--- config.mk ---
export PLATFORM = sky130hd
export DESIGN_NAME = circular_list_engine_core_flat
export DESIGN_NICKNAME = d
export VERILOG_FILES = /design/src/hdl/clst_pkg.sv /design/src/hdl/clst_req_if.sv /design/src/hdl/clst_rsp_if.sv /design/src/hdl/clst_store.sv /design/src/hdl/clst_seq.sv /design/src/hdl/circular_list_engine_core.sv /design/src/flat_wrapper.sv
export SDC_FILE = /design/constraint.sdc
export NUM_CORES = 1
export LEC_CHECK = 0
export BUFFER_PORTS_ARGS = -buffer_cell sky130_fd_sc_hd__buf_2
export CELL_PAD_IN_SITES_DETAIL_PLACEMENT = 1
export CELL_PAD_IN_SITES_GLOBAL_PLACEMENT = 2
export CORE_ASPECT_RATIO = 1.5
export CORE_MARGIN = 2
export CORE_UTILIZATION = 30
export CTS_CLUSTER_SIZE = 10
export DETAILED_ROUTE_END_ITERATION = 8
export PLACE_DENSITY_LB_ADDON = 0.3
export SETUP_SLACK_MARGIN = 0.15
export SLEW_MARGIN = 40
export SYNTH_ARGS = -nofsm -noshare
export SYNTH_HDL_FRONTEND = slang
export SYNTH_HIERARCHICAL = 1
export SYNTH_SLANG_ARGS = --single-unit
export TNS_END_PERCENT = 5
--- constraint.sdc ---
create_clock -name clk -period 5.6 [get_ports clk]
set_input_delay 1.12 -clock clk [delete_from_list [all_inputs] [get_ports clk]]
set_output_delay 1.12 -clock clk [all_outputs]
set_load 0.03 [all_outputs]
--- src/hdl/clst_pkg.sv ---
// Shared constants, types and helpers of the circular list engine.
`timescale 1ns / 1ps

package clst_pkg;

    localparam int CAPACITY = 16;
    localparam int SLOT_W   = $clog2(CAPACITY);
    localparam int CNT_W    = $clog2(CAPACITY + 1);
    localparam int VAL_W    = 32;
    localparam int POS_W    = 8;
    localparam int OP_W     = 3;
    localparam int ST_W     = 2;
    localparam int CMP_W    = (CNT_W + 1 > POS_W) ? CNT_W + 1 : POS_W;

    typedef enum logic [OP_W-1:0] {
        OP_INS_FIRST = 3'd0,
        OP_INS_LAST  = 3'd1,
        OP_INS_AT    = 3'd2,
        OP_DEL_FIRST = 3'd3,
        OP_DEL_LAST  = 3'd4,
        OP_DEL_AT    = 3'd5,
        OP_SEARCH    = 3'd6
    } op_t;

    typedef enum logic [ST_W-1:0] {
        ST_OK      = 2'd0,
        ST_EMPTY   = 2'd1,
        ST_FULL    = 2'd2,
        ST_BAD_POS = 2'd3
    } status_t;

    typedef logic [SLOT_W-1:0]       slot_t;
    typedef logic [CNT_W-1:0]        cnt_t;
    typedef logic signed [VAL_W-1:0] value_t;
    typedef logic [POS_W-1:0]        pos_t;

    // Store access issued by the sequencer
    typedef struct packed {
        slot_t  rd_addr;
        logic   val_we;
        slot_t  val_addr;
        value_t val_data;
        logic   lnk_we;
        slot_t  lnk_addr;
        slot_t  lnk_data;
    } mem_req_t;

    // Registered read data of the store
    typedef struct packed {
        value_t value;
        slot_t  link;
    } mem_rsp_t;

    typedef struct packed {
        status_t status;
        logic    found;
        cnt_t    count;
    } result_t;

    // Lowest slot whose used bit is clear
    function automatic slot_t first_free(input logic [CAPACITY-1:0] used);
        slot_t s;
        s = '0;
        for (int i = CAPACITY - 1; i >= 0; i--) begin
            if (!used[i]) begin
                s = slot_t'(i);
            end
        end
        return s;
    endfunction

endpackage

--- src/hdl/clst_req_if.sv ---
// Request channel of the circular list engine.
`timescale 1ns / 1ps

interface clst_req_if;
    logic                  valid;
    logic                  ready;
    logic [2:0]            operation;
    logic signed [31:0]    value;
    logic [7:0]            position;

    modport source (output valid, output operation, output value, output position,
                    input ready);
    modport sink   (input valid, input operation, input value, input position,
                    output ready);
endinterface

--- src/hdl/clst_rsp_if.sv ---
// Result channel of the circular list engine.
`timescale 1ns / 1ps

interface clst_rsp_if;
    logic       valid;
    logic       ready;
    logic [1:0] status;
    logic       found;
    logic [4:0] entry_count;

    modport source (output valid, output status, output found, output entry_count,
                    input ready);
    modport sink   (input valid, input status, input found, input entry_count,
                    output ready);
endinterface

--- src/hdl/clst_store.sv ---
// Node store: value memory and link memory, one write and one registered read each.
`timescale 1ns / 1ps

module clst_store (
    input  logic                clk,
    input  clst_pkg::mem_req_t  mem_req,
    output clst_pkg::mem_rsp_t  mem_rsp
);
    import clst_pkg::*;

    value_t val_mem [CAPACITY];
    slot_t  lnk_mem [CAPACITY];

    // Write value and link entries
    always_ff @(posedge clk)
    begin
        if (mem_req.val_we)
        begin
            val_mem[mem_req.val_addr] <= mem_req.val_data;
        end
        if (mem_req.lnk_we)
        begin
            lnk_mem[mem_req.lnk_addr] <= mem_req.lnk_data;
        end
    end

    // Read both memories at the same slot into registered outputs
    always_ff @(posedge clk)
    begin
        mem_rsp.value <= val_mem[mem_req.rd_addr];
        mem_rsp.link  <= lnk_mem[mem_req.rd_addr];
    end

endmodule

--- src/hdl/clst_seq.sv ---
// Sequencer: decodes requests, walks the ring and updates links, head and count.
`timescale 1ns / 1ps

module clst_seq (
    input  logic               clk,
    input  logic               rst_n,
    clst_req_if.sink           req,
    output clst_pkg::mem_req_t mem_req,
    input  clst_pkg::mem_rsp_t mem_rsp,
    output logic               res_valid,
    input  logic               res_ready,
    output clst_pkg::result_t  res
);
    import clst_pkg::*;

    typedef enum logic [2:0] {
        S_IDLE,
        S_WALK,
        S_INS_FIX,
        S_DEL_FIX,
        S_SRCH,
        S_RESULT
    } state_t;

    state_t                state_reg;
    logic [CAPACITY-1:0]   used_reg;
    slot_t                 head_reg;
    cnt_t                  count_reg;
    cnt_t                  left_reg;
    slot_t                 node_reg;
    slot_t                 new_reg;
    slot_t                 tgt_reg;
    value_t                value_reg;
    logic                  is_ins_reg;
    logic                  idx0_reg;
    status_t               status_reg;
    logic                  found_reg;

    logic                  acc;
    op_t                   op;
    slot_t                 free;
    logic [CMP_W-1:0]      pos_ext;
    logic [CMP_W-1:0]      cnt_ext;
    cnt_t                  pos_idx;
    cnt_t                  idx;
    cnt_t                  walk_k;
    status_t               dec_status;
    logic                  dec_ins;
    logic                  dec_del;
    logic                  dec_search;
    logic                  ins_go;
    logic                  del_go;

    assign req.ready = (state_reg == S_IDLE);
    assign acc       = req.valid && req.ready;
    assign op        = op_t'(req.operation);
    assign free      = first_free(used_reg);
    assign pos_ext   = CMP_W'(req.position);
    assign cnt_ext   = CMP_W'(count_reg);
    assign pos_idx   = cnt_t'(pos_ext - CMP_W'(1));
    assign walk_k    = (idx == '0) ? cnt_t'(count_reg - cnt_t'(1)) : cnt_t'(idx - cnt_t'(1));
    assign ins_go    = dec_ins && (dec_status == ST_OK);
    assign del_go    = dec_del && (dec_status == ST_OK);

    // Decode the request against the current count
    always_comb
    begin
        dec_status = ST_OK;
        dec_ins    = 1'b0;
        dec_del    = 1'b0;
        dec_search = 1'b0;
        idx        = '0;
        unique case (op)
            OP_INS_FIRST, OP_INS_LAST, OP_INS_AT:
            begin
                dec_ins = 1'b1;
                if (count_reg >= cnt_t'(CAPACITY))
                begin
                    dec_status = ST_FULL;
                end
                else if (op == OP_INS_LAST)
                begin
                    idx = count_reg;
                end
                else if (op == OP_INS_AT)
                begin
                    if (pos_ext == '0 || pos_ext > cnt_ext + CMP_W'(1))
                    begin
                        dec_status = ST_BAD_POS;
                    end
                    idx = pos_idx;
                end
            end
            OP_DEL_FIRST, OP_DEL_LAST, OP_DEL_AT:
            begin
                dec_del = 1'b1;
                if (count_reg == '0)
                begin
                    dec_status = ST_EMPTY;
                end
                else if (op == OP_DEL_LAST)
                begin
                    idx = cnt_t'(count_reg - cnt_t'(1));
                end
                else if (op == OP_DEL_AT)
                begin
                    if (pos_ext == '0 || pos_ext > cnt_ext)
                    begin
                        dec_status = ST_BAD_POS;
                    end
                    idx = pos_idx;
                end
            end
            OP_SEARCH:
            begin
                dec_search = 1'b1;
            end
            default:
            begin
                dec_status = ST_OK;
            end
        endcase
    end

    // Drive store reads and writes
    always_comb
    begin
        mem_req          = '0;
        mem_req.rd_addr  = (state_reg == S_IDLE) ? head_reg : mem_rsp.link;
        mem_req.val_addr = free;
        mem_req.val_data = req.value;
        unique case (state_reg)
            S_IDLE:
            begin
                if (acc && ins_go)
                begin
                    mem_req.val_we = 1'b1;
                    if (count_reg == '0)
                    begin
                        mem_req.lnk_we   = 1'b1;
                        mem_req.lnk_addr = free;
                        mem_req.lnk_data = free;
                    end
                end
            end
            S_WALK:
            begin
                if (left_reg == '0 && is_ins_reg)
                begin
                    mem_req.lnk_we   = 1'b1;
                    mem_req.lnk_addr = new_reg;
                    mem_req.lnk_data = mem_rsp.link;
                end
            end
            S_INS_FIX:
            begin
                mem_req.lnk_we   = 1'b1;
                mem_req.lnk_addr = node_reg;
                mem_req.lnk_data = new_reg;
            end
            S_DEL_FIX:
            begin
                mem_req.lnk_we   = 1'b1;
                mem_req.lnk_addr = node_reg;
                mem_req.lnk_data = mem_rsp.link;
            end
            default:
            begin
                mem_req.lnk_we = 1'b0;
            end
        endcase
    end

    assign res_valid  = (state_reg == S_RESULT);
    assign res.status = status_reg;
    assign res.found  = found_reg;
    assign res.count  = count_reg;

    // Hold state, list bookkeeping and the pending result
    always_ff @(posedge clk or negedge rst_n)
    begin
        if (!rst_n)
        begin
            state_reg  <= S_IDLE;
            used_reg   <= '0;
            head_reg   <= '0;
            count_reg  <= '0;
            left_reg   <= '0;
            node_reg   <= '0;
            new_reg    <= '0;
            tgt_reg    <= '0;
            value_reg  <= '0;
            is_ins_reg <= 1'b0;
            idx0_reg   <= 1'b0;
            status_reg <= ST_OK;
            found_reg  <= 1'b0;
        end
        else
        begin
            unique case (state_reg)
                S_IDLE:
                begin
                    if (acc)
                    begin
                        value_reg  <= req.value;
                        new_reg    <= free;
                        node_reg   <= head_reg;
                        left_reg   <= dec_search ? count_reg : walk_k;
                        is_ins_reg <= dec_ins;
                        idx0_reg   <= (idx == '0);
                        status_reg <= dec_status;
                        found_reg  <= 1'b0;
                        state_reg  <= S_RESULT;
                        if (ins_go && count_reg == '0)
                        begin
                            // first node forms a ring of one
                            used_reg[free] <= 1'b1;
                            head_reg       <= free;
                            count_reg      <= cnt_t'(1);
                        end
                        else if (del_go && count_reg == cnt_t'(1))
                        begin
                            used_reg[head_reg] <= 1'b0;
                            count_reg          <= '0;
                        end
                        else if (ins_go || del_go)
                        begin
                            state_reg <= S_WALK;
                        end
                        else if (dec_search && count_reg != '0)
                        begin
                            state_reg <= S_SRCH;
                        end
                    end
                end
                S_WALK:
                begin
                    // node_reg is the predecessor once no steps remain
                    if (left_reg == '0)
                    begin
                        if (is_ins_reg)
                        begin
                            state_reg <= S_INS_FIX;
                        end
                        else
                        begin
                            tgt_reg   <= mem_rsp.link;
                            state_reg <= S_DEL_FIX;
                        end
                    end
                    else
                    begin
                        node_reg <= mem_rsp.link;
                        left_reg <= cnt_t'(left_reg - cnt_t'(1));
                    end
                end
                S_INS_FIX:
                begin
                    used_reg[new_reg] <= 1'b1;
                    count_reg         <= cnt_t'(count_reg + cnt_t'(1));
                    if (idx0_reg)
                    begin
                        head_reg <= new_reg;
                    end
                    state_reg <= S_RESULT;
                end
                S_DEL_FIX:
                begin
                    used_reg[tgt_reg] <= 1'b0;
                    count_reg         <= cnt_t'(count_reg - cnt_t'(1));
                    if (idx0_reg)
                    begin
                        head_reg <= mem_rsp.link;
                    end
                    state_reg <= S_RESULT;
                end
                S_SRCH:
                begin
                    if (mem_rsp.value == value_reg)
                    begin
                        found_reg <= 1'b1;
                        state_reg <= S_RESULT;
                    end
                    else if (left_reg == cnt_t'(1))
                    begin
                        state_reg <= S_RESULT;
                    end
                    else
                    begin
                        left_reg <= cnt_t'(left_reg - cnt_t'(1));
                    end
                end
                S_RESULT:
                begin
                    if (res_ready)
                    begin
                        state_reg <= S_IDLE;
                    end
                end
                default:
                begin
                    state_reg <= S_IDLE;
                end
            endcase
        end
    end

endmodule

--- src/hdl/circular_list_engine_core.sv ---
// Top level of the circular list engine: sequencer, node store and result register.
`timescale 1ns / 1ps
//
// Keeps an ordered ring of up to 16 signed 32-bit values as a singly linked
// list in a node store. Requests arrive on req (operation, value, position)
// and each one yields exactly one transfer on rsp (status, found,
// entry_count). Both channels transfer when valid and ready are high.
//
// One request is worked on at a time. The store has one read port with
// registered read data, so a walk follows the links one after another.
// A new request is taken as soon as the previous result sits in the output
// register, even if the receiver has not taken it yet; while the receiver
// stalls a second result waits in the sequencer and req stays not ready.
// Reset (rst_n low, asynchronous) empties the list; the store contents are
// not cleared and no clearing pass is needed.
//

module circular_list_engine_core (
    input  logic     clk,
    input  logic     rst_n,
    clst_req_if.sink req,
    clst_rsp_if.source rsp
);
    import clst_pkg::*;

    mem_req_t mem_req;
    mem_rsp_t mem_rsp;
    logic     res_valid;
    logic     res_ready;
    result_t  res;

    logic     out_valid_reg;
    result_t  out_reg;

    clst_seq u_seq (
        .clk       (clk),
        .rst_n     (rst_n),
        .req       (req),
        .mem_req   (mem_req),
        .mem_rsp   (mem_rsp),
        .res_valid (res_valid),
        .res_ready (res_ready),
        .res       (res)
    );

    clst_store u_store (
        .clk     (clk),
        .mem_req (mem_req),
        .mem_rsp (mem_rsp)
    );

    assign res_ready = !out_valid_reg || rsp.ready;

    // Hold the result until the receiver takes it
    always_ff @(posedge clk or negedge rst_n)
    begin
        if (!rst_n)
        begin
            out_valid_reg <= 1'b0;
            out_reg       <= '0;
        end
        else if (res_ready)
        begin
            out_valid_reg <= res_valid;
            if (res_valid)
            begin
                out_reg <= res;
            end
        end
    end

    assign rsp.valid       = out_valid_reg;
    assign rsp.status      = ST_W'(out_reg.status);
    assign rsp.found       = out_reg.found;
    assign rsp.entry_count = out_reg.count;

endmodule

--- src/flat_wrapper.sv ---
// flat-port wrapper written by rule: the top's interface ports become plain ports
module circular_list_engine_core_flat import clst_pkg::*;
  (clk, rst_n, req_valid, req_operation, req_value, req_position, req_ready, rsp_valid, rsp_status, rsp_found, rsp_entry_count, rsp_ready);
  clst_req_if req_i ();
  clst_rsp_if rsp_i ();
  input  logic clk;
  input  logic rst_n;
  input wire logic [$bits(req_i.valid)-1:0] req_valid;
  input wire logic [$bits(req_i.operation)-1:0] req_operation;
  input wire logic [$bits(req_i.value)-1:0] req_value;
  input wire logic [$bits(req_i.position)-1:0] req_position;
  output wire logic [$bits(req_i.ready)-1:0] req_ready;
  output wire logic [$bits(rsp_i.valid)-1:0] rsp_valid;
  output wire logic [$bits(rsp_i.status)-1:0] rsp_status;
  output wire logic [$bits(rsp_i.found)-1:0] rsp_found;
  output wire logic [$bits(rsp_i.entry_count)-1:0] rsp_entry_count;
  input wire logic [$bits(rsp_i.ready)-1:0] rsp_ready;
  assign req_i.valid = req_valid;
  assign req_i.operation = req_operation;
  assign req_i.value = req_value;
  assign req_i.position = req_position;
  assign req_ready = req_i.ready;
  assign rsp_valid = rsp_i.valid;
  assign rsp_status = rsp_i.status;
  assign rsp_found = rsp_i.found;
  assign rsp_entry_count = rsp_i.entry_count;
  assign rsp_i.ready = rsp_ready;
  circular_list_engine_core u_core (.clk(clk), .rst_n(rst_n), .req(req_i), .rsp(rsp_i));
endmodule
==> qor.txt <==
PLACED DESIGN
-------------------------------------------------------------------------------------------------
Setup Slack @ Placement ............................................................     0.789 ns
Cell Area, Placed ..................................................................   31100 um^2
# port buffers .....................................................................           56
Placed cells .......................................................................         3043
HPWL Detailed ......................................................................     53900 um
Gp weighted congestion .............................................................        0.817

STA
-------------------------------------------------------------------------------------------------
Slew headroom ......................................................................        45.7%
Fin. max-slew vios .................................................................            0
Final setup margin .................................................................     0.755 ns
Max frequency ......................................................................      206 MHz
RSZ-0062 raised after global routing ...............................................           no
Final Setup Violations .............................................................            0
Min cycle time layout ..............................................................      4.85 ns
Portion of the clock cycle consumed by the worst path in the final layout ..........        86.5%
Layout Skew ........................................................................    0.0225 ns
Final hold violations ..............................................................            0
Measured slew at the worst slew-check pin ..........................................     0.812 ns
Aggregate negative setup slack .....................................................         0 ns
Smallest hold slack ................................................................     0.438 ns

CTS
-------------------------------------------------------------------------------------------------
H-tree lvl count ...................................................................            3
Inserted Clock Buffers .............................................................           81
Clk slew on worst S/H paths ........................................................      0.06 ns
Clock tree from TritonCTS ..........................................................         done
Deepest clock path buffer count ....................................................            3
Clock tree root buffer cell ........................................................    clkbuf_16
Number of setup buffers added after CTS ............................................            0
Clock latency on the worst-skew pair ...............................................      0.64 ns
Number of sinks handled by clock tree synthesis ....................................          703
Count of instances resized after the clock tree is built ...........................            0
Hold bufs inserted after CTS .......................................................            0

DRT
-------------------------------------------------------------------------------------------------
Wirelength, routed .................................................................     82000 um
Vias per inst ......................................................................         5.06
Routed WL per cell .................................................................      25.7 um
Remaining antenna violation count after routing ....................................            0
Number of vias after detailed routing ..............................................        16200
Number of iterations in the first detailed-routing pass ............................            5
DRC marker count from the first detailed-route iteration ...........................         1068
Remaining design rule violation count ..............................................            0

WORST SETUP PATH
-------------------------------------------------------------------------------------------------
Delay of the slowest cell on the worst path ........................................      0.58 ns
Startpoint class of the critical path ..............................................     register
Crit path max-delay cell type ......................................................      dfrtp_1
Highest fanout seen on the critical path ...........................................           10
Critical Path Start ................................................................ u_core/u_seq/count_reg[3]$_DFFE_PN0P_
Sort of element at the end of the critical path ....................................     register
Critical Path, Cell by Cell ........................................................ inv_1 > or3_1 > ha_1 > a21o_1 > a211oi_1 > a21oi_1 > o21ai_1 > nand3_1 > nor3_1 > a221oi_1 > nor2_1 > nand3_1 > nor3_1
Count of cells along the worst register-to-register path ...........................           13
Data required time at the worst endpoint ...........................................      5.85 ns
Category of the most critical setup path ........................................... register to register
Critical path data arrival time ....................................................      5.10 ns
Reg-to-reg critical path startpoint ................................................ u_core/u_seq/count_reg[3]$_DFFE_PN0P_

YOSYS
-------------------------------------------------------------------------------------------------
Count of warnings emitted by yosys .................................................            6
Netlist area before placement ......................................................   29200 um^2
Cell type with the highest aggregate area in the netlist ...........................     edfxtp_1
Total of flip-flops plus latches after synthesis ...................................          703
Commonest cells in the netlist ..................................................... 576 x edfxtp_1, 190 x nand2_1, 144 x mux4_2
Net Count, Synth ...................................................................         1853
Post-synth EDFFs ...................................................................          576
Portion of the post-synthesis area used by sequential elements .....................        69.6%
Number of distinct library cell variants in the gate-level netlist after synthesis .           80
Avg Synthesized Cell Area ..........................................................    16.3 um^2
Share of flip-flops with an asynchronous set or reset ..............................        12.9%
Synth top area share ...............................................................        59.3%
Leading cell type by number of instances after synthesis ...........................     edfxtp_1
Primary flip-flop cell chosen by synthesis mapping .................................     edfxtp_1
Syn Inst Count .....................................................................         1787
Top post-synthesis cells by area ................................................... edfxtp_1 59%, mux4_2 11%, dfrtp_1 7.8%, dfxtp_1 2.5%, nand2_1 2.4%

GLOBAL ROUTE
-------------------------------------------------------------------------------------------------
Number of antenna violations at the first check in global routing ..................            1
Global-route wire length before repair .............................................    122000 um
Congestion Overflow GR .............................................................            0
Overall routing resource usage .....................................................        16.6%
Via count of the first global-routing pass .........................................        17700
Pin count of the biggest net entering global routing ...............................           88

FLOORPLANNING
-------------------------------------------------------------------------------------------------
Die span in x ......................................................................       259 um
Area enclosed by the die boundary ..................................................   99800 um^2
Number of top-level design ports ...................................................           57
Number of standard-cell rows in the floorplan ......................................          140
Initial Util .......................................................................        30.2%
Vertical die dimension .............................................................       386 um
Placeable Area .....................................................................   96700 um^2

FINAL LAYOUT
-------------------------------------------------------------------------------------------------
Final Non-Filler Cells .............................................................         3194
Register with the most flip-flops .................................................. u_core/u_store/val_mem
Post-layout net count ..............................................................         1915
Core Util, Final ...................................................................        34.7%
Antenna diode count ................................................................            0
Share of final-layout standard cells stronger than drive strength 1 ................        21.3%
Regs by FF count ................................................................... u_core/u_store/val_mem (512), u_core/u_store/lnk_mem (64), u_core/u_store/mem_rsp (36)
Post-route design area .............................................................   33600 um^2
Layout area overhead ...............................................................        15.1%
Max reg flops ......................................................................          512

PWR
-------------------------------------------------------------------------------------------------
Leakage ............................................................................      11.2 nW
Switch Pwr .........................................................................      5.84 mW
Maximum ir drop on the vdd rail ....................................................     0.286 mV
Total power consumption of the routed design .......................................      17.2 mW
Cell internal pwr ..................................................................      11.4 mW
Part of the power in combinational logic ...........................................        34.1%
Proportion of total power due to net switching .....................................        33.9%
Total power divided by cell area ...................................................  513 nW/um^2
Part of the total power dissipated in the clock network ............................        28.4%
Seq pwr share ......................................................................        37.5%

HOLD PATH
-------------------------------------------------------------------------------------------------
Min-delay worst type ............................................................... input pin to asynchronous set/reset pin

STATUS
-------------------------------------------------------------------------------------------------
Result of the run .................................................................. complete, no violations

FLOW RUN
-------------------------------------------------------------------------------------------------
Max-capacitance violation count ....................................................            0

worst paths after layout:
| check | to | slack, ns |
|---|---|---|
| setup / recovery | u_core/u_store/lnk_mem[12][3]$_DFFE_PP_ | 0.75 |
| hold / removal | u_core/u_seq/used_reg[11]$_DFFE_PN0P_ | 0.44 |
| setup reg to reg | u_core/u_store/lnk_mem[12][3]$_DFFE_PP_ | 0.75 |
| hold reg to reg | u_core/u_seq/idx0_reg$_DFFE_PN0P_ | 0.50 |
| max in group asynchronous | u_core/u_seq/value_reg[31]$_DFFE_PN0P_ | 4.08 |
| min in group clk | u_core/u_seq/idx0_reg$_DFFE_PN0P_ | 0.50 |
worst max-delay path, delay by kind of cell (launching register included):
family	cells	cell delay [ns]
buf+inv	1	0.26
compound gates	5	1.16
simple gates	6	2.17
fa+ha+maj	1	0.30
flops	1	0.58
per-layer routing:
layer,track usage (%),part of all wire (%),routed length (um),vias to the layer above
met5,0,0.016,13,-
met2,30.5,54,44000,313
met1,19.8,40,33000,8631
met4,5.59,2.8,2280,2
li1,-,-,-,7104
met3,2.17,3.2,2630,118
kinds of logic (layout without fill, tap and decap cells):
group / after synthesis / in the layout / synth area share, %
xor gates and xnor gates: 42 / 42 / 1.26
muxes: 176 / 176 / 12.4
buffers and inverters: 149 / 278 / 2.74
and+or+nand+nor: 428 / 428 / 6.92
AOI/OAI and AO/OA: 270 / 270 / 6.30
adders and majority gates: 19 / 19 / 0.815
DFF: 703 / 703 / 69.6
cell usage in the layout (no fill, tap or decap), types with 24 or more instances in the layout:
master     count
nand3_1       26
edfxtp_1     576
buf_4         31
a22oi_1       75
nor2_1        62
xnor2_1       41
dfrtp_1       91
mux4_2       144
nor3_1        24
clkbuf_16     81
a21oi_1       56
nand2_1      190
o21ai_0       48
buf_2         55
clkbuf_1      58
dfxtp_1       36
power by group through the flow:
stage,Combinational (mW),Clock (mW),Sequential (mW)
after floorplan,3.97,0,6.45
after global placement,5.77,0,6.57
after detailed placement,5.96,0,6.58
after CTS,5.98,5.06,6.48
after global routing,6.35,5.23,6.53
final,5.87,4.90,6.47
final cells by class:
| cell class | instances | area [um^2] |
|---|---|---|
| fill | 9878 | 63100 |
| sequential | 703 | 20300 |
| multi-input combinational | 935 | 8270 |
| clock buffer | 139 | 2240 |
| tap | 1278 | 1600 |
| timing repair buffer | 105 | 912 |
| clock inverter | 11 | 174 |
| inverter | 23 | 86.3 |
Note: power is estimated with default switching activity, not from simulation.
